`config.mk`:
```
export PLATFORM = sky130hd
export DESIGN_NAME = stack_queue_operation_unit
export DESIGN_NICKNAME = d
export VERILOG_FILES = /design/src/hdl/sqou_pkg.sv /design/src/hdl/stack_queue_operation_unit.sv /design/src/hdl/sqou_ram.sv /design/src/hdl/sqou_regs.sv /design/src/hdl/sqou_seq.sv
export SDC_FILE = /design/constraint.sdc
export NUM_CORES = 2
export LEC_CHECK = 0
export BUFFER_PORTS_ARGS = -buffer_cell sky130_fd_sc_hd__clkbuf_2
export CORE_ASPECT_RATIO = 1.4
export CORE_MARGIN = 2
export CORE_UTILIZATION = 35
export CTS_BUF_LIST = sky130_fd_sc_hd__clkbuf_8
export CTS_CLUSTER_DIAMETER = 60
export DETAILED_ROUTE_END_ITERATION = 6
export MAX_ROUTING_LAYER = met4
export SLEW_MARGIN = 20
export SYNTH_ARGS = -nofsm -noshare
export SYNTH_HDL_FRONTEND = slang
export SYNTH_SLANG_ARGS = --single-unit
```
`constraint.sdc`:
```
create_clock -name clk -period 6.4 [get_ports clk]
set_input_delay 0.64 -clock clk [delete_from_list [all_inputs] [get_ports clk]]
set_output_delay 0.64 -clock clk [all_outputs]
set_load 0.01 [all_outputs]
```
`src/hdl/sqou_pkg.sv`:
```
// sqou_pkg: shared constants and types of the stack/queue operation unit
// opcodes, error codes, register indexes and the result record
// no dependencies
package sqou_pkg;

	localparam int STACK_DEPTH_DEF = 64;
	localparam int VALUE_WIDTH_DEF = 32;

	localparam int OPCODE_W = 3;
	localparam int ERR_W    = 3;
	localparam int PORT_W   = 32;
	localparam int ADDR_W   = 3;
	localparam int DATA_W   = 32;

	localparam logic [OPCODE_W-1:0] OP_PUSH  = 3'd0;
	localparam logic [OPCODE_W-1:0] OP_PRINT = 3'd1;
	localparam logic [OPCODE_W-1:0] OP_PEEK  = 3'd2;
	localparam logic [OPCODE_W-1:0] OP_POP   = 3'd3;
	localparam logic [OPCODE_W-1:0] OP_SWAP  = 3'd4;

	localparam logic [ERR_W-1:0] ERR_NONE       = 3'd0;
	localparam logic [ERR_W-1:0] ERR_PUSH_USAGE = 3'd1;
	localparam logic [ERR_W-1:0] ERR_PEEK_EMPTY = 3'd2;
	localparam logic [ERR_W-1:0] ERR_POP_EMPTY  = 3'd3;
	localparam logic [ERR_W-1:0] ERR_SWAP_SHORT = 3'd4;
	localparam logic [ERR_W-1:0] ERR_FULL       = 3'd5;

	localparam logic [ADDR_W-3:0] REG_STACK_MODE = 1'd0;

	typedef struct packed {
		logic              is_error;
		logic [PORT_W-1:0] element_value;
		logic [ERR_W-1:0]  error_code;
		logic              last_result;
	} result_t;

endpackage

```
`src/hdl/stack_queue_operation_unit.sv`:
```
// stack_queue_operation_unit: operand stack/queue of a bytecode interpreter
// push, pop and ignored items end in exec; peek and error results register after exec;
// swap reads then rewrites both slots; print reads elements in turn via one ram read port
// one item in flight at a time; a waiting result does not block the next transfer
// reset clears pointers, count, halt flag and the output register; ram contents stay undefined
module stack_queue_operation_unit #(
	parameter int STACK_DEPTH = sqou_pkg::STACK_DEPTH_DEF,
	parameter int VALUE_WIDTH = sqou_pkg::VALUE_WIDTH_DEF
) (
	input  logic                               clk,
	input  logic                               arst_n,
	input  logic                               psel,
	input  logic                               penable,
	input  logic                               pwrite,
	input  logic [sqou_pkg::ADDR_W-1:0]        paddr,
	input  logic [sqou_pkg::DATA_W-1:0]        pwdata,
	output logic [sqou_pkg::DATA_W-1:0]        prdata,
	output logic                               pready,
	input  logic                               in_valid,
	output logic                               in_ready,
	input  logic [sqou_pkg::OPCODE_W-1:0]      opcode,
	input  logic signed [sqou_pkg::PORT_W-1:0] push_value,
	input  logic                               arg_valid,
	output logic                               out_valid,
	input  logic                               out_ready,
	output logic                               is_error,
	output logic signed [sqou_pkg::PORT_W-1:0] element_value,
	output logic [sqou_pkg::ERR_W-1:0]         error_code,
	output logic                               last_result
);

	localparam int IW = $clog2(STACK_DEPTH);

	logic                   stack_mode;
	sqou_pkg::result_t      result;
	logic                   wr_en;
	logic [IW-1:0]          wr_addr;
	logic [VALUE_WIDTH-1:0] wr_data;
	logic                   rd_en;
	logic [IW-1:0]          rd_addr;
	logic [VALUE_WIDTH-1:0] rd_data;

	sqou_regs u_regs (
		.clk        (clk),
		.arst_n     (arst_n),
		.psel       (psel),
		.penable    (penable),
		.pwrite     (pwrite),
		.paddr      (paddr),
		.pwdata     (pwdata),
		.prdata     (prdata),
		.pready     (pready),
		.stack_mode (stack_mode)
	);

	sqou_seq #(
		.STACK_DEPTH (STACK_DEPTH),
		.VALUE_WIDTH (VALUE_WIDTH)
	) u_seq (
		.clk        (clk),
		.arst_n     (arst_n),
		.stack_mode (stack_mode),
		.in_valid   (in_valid),
		.in_ready   (in_ready),
		.opcode     (opcode),
		.push_value (push_value),
		.arg_valid  (arg_valid),
		.out_valid  (out_valid),
		.out_ready  (out_ready),
		.result     (result),
		.wr_en      (wr_en),
		.wr_addr    (wr_addr),
		.wr_data    (wr_data),
		.rd_en      (rd_en),
		.rd_addr    (rd_addr),
		.rd_data    (rd_data)
	);

	sqou_ram #(
		.WIDTH (VALUE_WIDTH),
		.DEPTH (STACK_DEPTH)
	) u_ram (
		.clk     (clk),
		.wr_en   (wr_en),
		.wr_addr (wr_addr),
		.wr_data (wr_data),
		.rd_en   (rd_en),
		.rd_addr (rd_addr),
		.rd_data (rd_data)
	);

	assign is_error      = result.is_error;
	assign element_value = result.element_value;
	assign error_code    = result.error_code;
	assign last_result   = result.last_result;

endmodule

```
`src/hdl/sqou_ram.sv`:
```
// sqou_ram: generic single-port-write, single-port-read synchronous ram
// read data is registered and holds until the next read
// no dependencies
module sqou_ram #(
	parameter int WIDTH = 32,
	parameter int DEPTH = 64
) (
	input  logic                     clk,
	input  logic                     wr_en,
	input  logic [$clog2(DEPTH)-1:0] wr_addr,
	input  logic [WIDTH-1:0]         wr_data,
	input  logic                     rd_en,
	input  logic [$clog2(DEPTH)-1:0] rd_addr,
	output logic [WIDTH-1:0]         rd_data
);

	logic [WIDTH-1:0] mem_q [DEPTH];
	logic [WIDTH-1:0] rd_data_q;

	always_ff @(posedge clk) begin
		if (wr_en) begin
			mem_q[wr_addr] <= wr_data;
		end
		if (rd_en) begin
			rd_data_q <= mem_q[rd_addr];
		end
	end

	assign rd_data = rd_data_q;

endmodule

```
`src/hdl/sqou_regs.sv`:
```
// sqou_regs: apb configuration register file (stack_mode)
// depends on sqou_pkg
module sqou_regs (
	input  logic                        clk,
	input  logic                        arst_n,
	input  logic                        psel,
	input  logic                        penable,
	input  logic                        pwrite,
	input  logic [sqou_pkg::ADDR_W-1:0] paddr,
	input  logic [sqou_pkg::DATA_W-1:0] pwdata,
	output logic [sqou_pkg::DATA_W-1:0] prdata,
	output logic                        pready,
	output logic                        stack_mode
);

	logic stack_mode_q;
	logic hit;

	assign hit = (paddr[sqou_pkg::ADDR_W-1:2] == sqou_pkg::REG_STACK_MODE);

	always_ff @(posedge clk or negedge arst_n) begin
		if (!arst_n) begin
			stack_mode_q <= 1'b1;
		end else if (psel && penable && pwrite && hit) begin
			stack_mode_q <= pwdata[0];
		end
	end

	assign pready     = 1'b1;
	assign prdata     = hit ? {{(sqou_pkg::DATA_W-1){1'b0}}, stack_mode_q} : '0;
	assign stack_mode = stack_mode_q;

endmodule

```
`src/hdl/sqou_seq.sv`:
```
// sqou_seq: operation sequencer with pointer state and output register
// reads, modifies and writes back the element ram; depends on sqou_pkg
module sqou_seq #(
	parameter int STACK_DEPTH = sqou_pkg::STACK_DEPTH_DEF,
	parameter int VALUE_WIDTH = sqou_pkg::VALUE_WIDTH_DEF,
	localparam int IW = $clog2(STACK_DEPTH),
	localparam int CW = $clog2(STACK_DEPTH + 1)
) (
	input  logic                          clk,
	input  logic                          arst_n,
	input  logic                          stack_mode,
	input  logic                          in_valid,
	output logic                          in_ready,
	input  logic [sqou_pkg::OPCODE_W-1:0] opcode,
	input  logic signed [sqou_pkg::PORT_W-1:0] push_value,
	input  logic                          arg_valid,
	output logic                          out_valid,
	input  logic                          out_ready,
	output sqou_pkg::result_t             result,
	output logic                          wr_en,
	output logic [IW-1:0]                 wr_addr,
	output logic [VALUE_WIDTH-1:0]        wr_data,
	output logic                          rd_en,
	output logic [IW-1:0]                 rd_addr,
	input  logic [VALUE_WIDTH-1:0]        rd_data
);

	typedef enum logic [3:0] {
		ST_IDLE,
		ST_EXEC,
		ST_ERR,
		ST_PEEK_WAIT,
		ST_PRINT_RD,
		ST_PRINT_DATA,
		ST_SWAP_B,
		ST_SWAP_C,
		ST_SWAP_D
	} state_t;

	state_t                        state_q;
	logic [sqou_pkg::OPCODE_W-1:0] op_q;
	logic [VALUE_WIDTH-1:0]        val_q;
	logic                          argv_q;
	logic [IW-1:0]                 top_q;
	logic [CW-1:0]                 cnt_q;
	logic [CW-1:0]                 k_q;
	logic                          halted_q;
	logic [VALUE_WIDTH-1:0]        tmp_q;
	logic [sqou_pkg::ERR_W-1:0]    err_q;
	logic                          out_valid_q;
	sqou_pkg::result_t             result_q;

	logic                          out_free;
	logic [IW-1:0]                 top_dec;
	logic [IW-1:0]                 top_inc;
	logic [IW-1:0]                 tail_slot;
	logic [IW-1:0]                 print_slot;
	logic [sqou_pkg::PORT_W-1:0]   rd_ext;
	logic                          print_last;

	function automatic logic [IW-1:0] slot_add(input logic [IW-1:0] a, input logic [IW-1:0] b);
		logic [IW:0] sum;
		sum = {1'b0, a} + {1'b0, b};
		if (sum >= (IW+1)'(STACK_DEPTH)) begin
			sum = sum - (IW+1)'(STACK_DEPTH);
		end
		return sum[IW-1:0];
	endfunction

	assign out_free   = !out_valid_q || out_ready;
	assign top_dec    = (top_q == '0) ? IW'(STACK_DEPTH - 1) : top_q - IW'(1);
	assign top_inc    = slot_add(top_q, IW'(1));
	assign tail_slot  = slot_add(top_q, cnt_q[IW-1:0]);
	assign print_slot = slot_add(top_q, k_q[IW-1:0]);
	assign rd_ext     = sqou_pkg::PORT_W'($signed(rd_data));
	assign print_last = ((k_q + CW'(1)) == cnt_q);

	assign in_ready  = (state_q == ST_IDLE);
	assign out_valid = out_valid_q;
	assign result    = result_q;

	// ram access
	always_comb begin
		wr_en   = 1'b0;
		wr_addr = top_q;
		wr_data = val_q;
		rd_en   = 1'b0;
		rd_addr = top_q;
		case (state_q)
			ST_EXEC: begin
				if (!halted_q) begin
					case (op_q)
						sqou_pkg::OP_PUSH: begin
							if (argv_q && cnt_q != CW'(STACK_DEPTH)) begin
								wr_en = 1'b1;
								if (cnt_q == '0) begin
									wr_addr = '0;
								end else if (stack_mode) begin
									wr_addr = top_dec;
								end else begin
									wr_addr = tail_slot;
								end
							end
						end
						sqou_pkg::OP_PEEK: begin
							rd_en = (cnt_q != '0);
						end
						sqou_pkg::OP_SWAP: begin
							rd_en = (cnt_q >= CW'(2));
						end
						default: begin
						end
					endcase
				end
			end
			ST_PRINT_RD: begin
				rd_en   = 1'b1;
				rd_addr = print_slot;
			end
			ST_SWAP_B: begin
				rd_en   = 1'b1;
				rd_addr = top_inc;
			end
			ST_SWAP_C: begin
				wr_en   = 1'b1;
				wr_addr = top_q;
				wr_data = rd_data;
			end
			ST_SWAP_D: begin
				wr_en   = 1'b1;
				wr_addr = top_inc;
				wr_data = tmp_q;
			end
			default: begin
			end
		endcase
	end

	always_ff @(posedge clk or negedge arst_n) begin
		if (!arst_n) begin
			state_q     <= ST_IDLE;
			op_q        <= '0;
			val_q       <= '0;
			argv_q      <= 1'b0;
			top_q       <= '0;
			cnt_q       <= '0;
			k_q         <= '0;
			halted_q    <= 1'b0;
			tmp_q       <= '0;
			err_q       <= sqou_pkg::ERR_NONE;
			out_valid_q <= 1'b0;
			result_q    <= '0;
		end else begin
			if (out_valid_q && out_ready) begin
				out_valid_q <= 1'b0;
			end
			case (state_q)
				ST_IDLE: begin
					if (in_valid) begin
						op_q    <= opcode;
						val_q   <= VALUE_WIDTH'(push_value);
						argv_q  <= arg_valid;
						state_q <= ST_EXEC;
					end
				end
				ST_EXEC: begin
					state_q <= ST_IDLE;
					if (!halted_q) begin
						case (op_q)
							sqou_pkg::OP_PUSH: begin
								if (!argv_q) begin
									err_q   <= sqou_pkg::ERR_PUSH_USAGE;
									state_q <= ST_ERR;
								end else if (cnt_q == CW'(STACK_DEPTH)) begin
									err_q   <= sqou_pkg::ERR_FULL;
									state_q <= ST_ERR;
								end else begin
									if (cnt_q == '0) begin
										top_q <= '0;
									end else if (stack_mode) begin
										top_q <= top_dec;
									end
									cnt_q <= cnt_q + CW'(1);
								end
							end
							sqou_pkg::OP_PRINT: begin
								k_q <= '0;
								if (cnt_q != '0) begin
									state_q <= ST_PRINT_RD;
								end
							end
							sqou_pkg::OP_PEEK: begin
								if (cnt_q == '0) begin
									err_q   <= sqou_pkg::ERR_PEEK_EMPTY;
									state_q <= ST_ERR;
								end else begin
									state_q <= ST_PEEK_WAIT;
								end
							end
							sqou_pkg::OP_POP: begin
								if (cnt_q == '0) begin
									err_q   <= sqou_pkg::ERR_POP_EMPTY;
									state_q <= ST_ERR;
								end else begin
									top_q <= top_inc;
									cnt_q <= cnt_q - CW'(1);
								end
							end
							sqou_pkg::OP_SWAP: begin
								if (cnt_q < CW'(2)) begin
									err_q   <= sqou_pkg::ERR_SWAP_SHORT;
									state_q <= ST_ERR;
								end else begin
									state_q <= ST_SWAP_B;
								end
							end
							default: begin
							end
						endcase
					end
				end
				ST_ERR: begin
					if (out_free) begin
						out_valid_q            <= 1'b1;
						result_q.is_error      <= 1'b1;
						result_q.element_value <= '0;
						result_q.error_code    <= err_q;
						result_q.last_result   <= 1'b1;
						halted_q               <= 1'b1;
						state_q                <= ST_IDLE;
					end
				end
				ST_PEEK_WAIT: begin
					if (out_free) begin
						out_valid_q            <= 1'b1;
						result_q.is_error      <= 1'b0;
						result_q.element_value <= rd_ext;
						result_q.error_code    <= sqou_pkg::ERR_NONE;
						result_q.last_result   <= 1'b1;
						state_q                <= ST_IDLE;
					end
				end
				ST_PRINT_RD: begin
					state_q <= ST_PRINT_DATA;
				end
				ST_PRINT_DATA: begin
					if (out_free) begin
						out_valid_q            <= 1'b1;
						result_q.is_error      <= 1'b0;
						result_q.element_value <= rd_ext;
						result_q.error_code    <= sqou_pkg::ERR_NONE;
						result_q.last_result   <= print_last;
						k_q                    <= k_q + CW'(1);
						state_q                <= print_last ? ST_IDLE : ST_PRINT_RD;
					end
				end
				ST_SWAP_B: begin
					tmp_q   <= rd_data;
					state_q <= ST_SWAP_C;
				end
				ST_SWAP_C: begin
					state_q <= ST_SWAP_D;
				end
				ST_SWAP_D: begin
					state_q <= ST_IDLE;
				end
				default: begin
					state_q <= ST_IDLE;
				end
			endcase
		end
	end

endmodule
```
==> results by group <==
Power and ir drop
  – Clk pwr share: about a quarter
  – Gate power share: 28.2%
  – PD cells: 403 nW/um^2
  – Final Total Pwr: 40.9 mW
  – Sw Ratio: 34.4%
  – Sequential share of power: 45.5%
  – Worst vdd ir: roughly 0.00029 V
  – Int Pwr: 26.9 mW
  – Sw power: 14.1 mW
  – Leakage: 32.1 nW

Place
  – Number of port buffers: 84
  – RD Place Congestion: 0.838
  – Detail Placement HPWL: 144,000 microns

Final layout
  – Most frequent cells in the layout: 2,080 x edfxtp_1, 622 x nand2_1, 505 x o21ai_0
  – Nets@finish: 6,560
  – Area grow syn2layout: 12.7%
  – Commonest non-fill, non-tap cell in the layout: edfxtp_1
  – Layout cell share with drive strength beyond 1: 13.7%

Setup path
  – Worst Path Buf+Inv: 1
  – Cell family with most CP delay: compound AO/OA/AOI/OAI gates
  – Critical-path top delay cell: nor2_4
  – Arrival @ worst endpoint: between 5 and 6 ns
  – Largest fanout on the critical path: 72
  – Reg2reg start: u_seq.top_q[0]
  – CP endpoint kind: flip-flop
  – Crit path launch type: flip-flop
  – Worst path cell trace: ha_1 -> nor2b_1 -> o21a_4 -> nor2_4 -> buf_4 -> a21oi_1 -> a22o_1 -> o22ai_1 -> a221oi_1 -> a211oi_2
  – CP Class: reg -> reg
  – Slowest stage delay, CP: 0.91 ns
  – Required @ worst endpoint: slightly above 7 ns
  – Worst Setup SP: u_seq.top_q[0]

CTS
  – CTS tree: yes
  – CTS Sinks: 2,215
  – Clock Pin Slew Worst Setup and Hold Paths: 0.06 ns
  – Root buffer cell: clkbuf_8
  – Clk Latency, worst-skew pair: ~0.96 ns
  – Max H-tree Level: 5
  – Cts bufs inserted: ~340
  – Post-CTS setup buffer count: 0
  – CTS max path bufs: 4

Worst hold path
  – Hold path start: out_ready
  – Hold WC Path Type: in -> reg

Global routing
  – First-pass GRT wire length: 377,000 microns
  – Remaining global-route overflow: 0
  – Overall global routing resource usage: 19.6%
  – GRT met3 Usage: 2.83%
  – GRT met2 Usage: 32.4%
  – Vias in the first global route: 56,600
  – Initial antenna violation count: 4
  – Largest net degree at the start of global routing: 244
  – Met1 Track Usage GR: 24.3%
  – GR peak layer: met2

Detailed routing
  – DR WL/cell: around 25 microns
  – DRC Markers: 3
  – Final wirelength: about 260,000 microns
  – Vias per cell: 5.71
  – Detail Route Antenna Nets: 0
  – Via count: 58,000
  – Drt pass-1 iters: 7
  – Initial DRC count: roughly 6,300

Timing
  – Tmin final: about 5 ns
  – Max Fclk: 200 MHz
  – Relative slew margins: 15.7%
  – RSZ-0062 raised after global routing: false
  – Slew @ Worst Pin: approximately 1.3 ns
  – Final hold violations: 0
  – TNS Setup: 0 ns
  – Max-slew violations: 0
  – Setup Viol. Count Final: 0
  – Setup Skew: ~0.063 ns
  – Final period utilization: between 70% and 80%

Floorplan
  – Chip width: 433 microns
  – FP Rows: 220
  – Die Ht: 605 microns
  – Die area: around 260,000 sq um
  – Initial Util: 35.2%
  – I/O pins: 150
  – Core ar.: 257,000 sq um

Yosys
  – Register area share after synthesis: 72.9%
  – Synth unique cells: 71
  – Number of flops mapped to enable cells by yosys: 2,080
  – Synth Register Bits: ~2,200
  – Post-synth ARST share: 6.09%
  – Ys flop type: edfxtp_1
  – Post-Syn Area: 90,300 sq um
  – Mapped Avg Cell Area: between 10 and 15 sq um
  – Yosys warns: 0
  – Syn Inst Count: approximately 6,400

Status
  – Failing checks: design-rule violations
  – Outcome: finished, violations left

Run
  – MaxCap Viol Count: 0
[power by group through the flow]
| stage | Sequential, mW | Clock [mW] | Combinational, mW |
|---|---|---|---|
| 2_1_floorplan | 18.9 | 0 | 6.91 |
| 3_5_place_dp | 18.9 | 0 | 11.4 |
| 6_report | 18.6 | 10.8 | 11.5 |
| 3_3_place_gp | 18.9 | 0 | 11.2 |
| 4_1_cts | 18.6 | 11.0 | 11.5 |
| 5_1_grt | 18.7 | 11.6 | 12.3 |
[final cells by class]
cell class,instances,area (sq um)
flip-flops and latches,2215,65800
fillers,23700,155000
multi-input cells,3573,22700
diodes,8,20.0
clock buffers,350,4820
well taps,3441,4310
repair buffers,321,2740
inverters,13,48.8
clock inverters,243,1200
[tightest hold or removal path, delay by kind of cell]
kind,cells,cell delay (ns)
simple gates,2,0.34
buf+inv,1,0.09
[logic make-up (layout without fill, tap and decap cells)]
logic type,after synthesis,after routing,synth area share (%)
flip-flops,2215,2215,72.9
adder cells (fa/ha/maj),22,22,0.330
AO/OA/AOI/OAI,2090,2090,15.1
multiplexers,265,265,3.12
other,2,40,0.00832
buffers and inverters,594,927,2.80
XOR/XNOR,29,29,0.281
AND/OR/NAND/NOR,1135,1135,5.44
[registers in the layout, indices dropped and copies added, names as in the netlist]
name,cells
u_seq.halted_q,1
u_seq.k_q,7
u_seq.cnt_q,7
u_seq.tmp_q,32
u_ram.mem_q,2048
u_seq.top_q,6
u_seq.val_q,32
u_seq.result,37
u_seq.state_q,4
u_seq.op_q,3
u_regs.stack_mode,1
u_seq.argv_q,1
u_seq.err_q,3
u_ram.rd_data,32
u_seq.out_valid,1
[stage by stage]
stage	util (%)	setup WS, ns	std cells	hold slack (ns)	instance area, sq um
final	39.6	1.39	10200	0.184	102000
after global routing	39.6	1.17	10200	0.199	102000
after CTS	39.6	1.42	10200	0.117	102000
after detailed placement	37.1	1.44	9524	0.477	95300
after global placement	37.1	1.28	9521	0.461	95200
after floorplan	-	1.01	6382	0.344	90400
[Yosys cell counts (18+ instances only)]
master	instances	area share, %
nor2_1	107	0.44
edfxtp_1	2080	69
xor2_1	18	0.17
buf_1	51	0.21
ha_1	19	0.26
buf_4	43	0.36
nor4_1	38	0.26
o21ai_0	505	2.8
dfrtp_1	134	3.7
o22ai_1	62	0.43
a311oi_1	57	0.55
a21boi_0	64	0.53
mux2i_1	187	2.1
a22oi_1	171	1.4
buf_2	65	0.36
a32oi_1	237	2.3
a221oi_1	39	0.38
clkbuf_1	415	1.7
a21oi_1	491	2.7
mux2_2	72	0.90
a31oi_1	243	1.7
a211oi_2	24	0.33
nand2_1	657	2.7
a22o_1	127	1.2
nand3_1	255	1.4
[worst paths after layout]
check	to	slack, ns	cells past startpoint
worst min-delay path	u_seq.out_valid	0.18	3
worst max register to register	u_ram.rd_data[7]	1.39	10
worst max-delay path	u_ram.rd_data[7]	1.39	10
max in group asynchronous	u_seq.val_q[27]	4.60	3
worst min register to register	u_seq.result[36]	0.49	1
min in group asynchronous	u_seq.result[2]	0.33	2
[layer usage]
layer / up-vias / part of all wire, %
met5: - / 0
met4: 0 / 4.0
met3: 501 / 6.4
met2: 2368 / 50
met1: 29900 / 40
li1: 25300 / -
[timing repair]
action | in CTS | in global routing
hold buffers | 39 | 0
endpoints found under the hold margin | 112 | 0
resized for setup | 0 | 0
(Power assumes the default switching activity.)
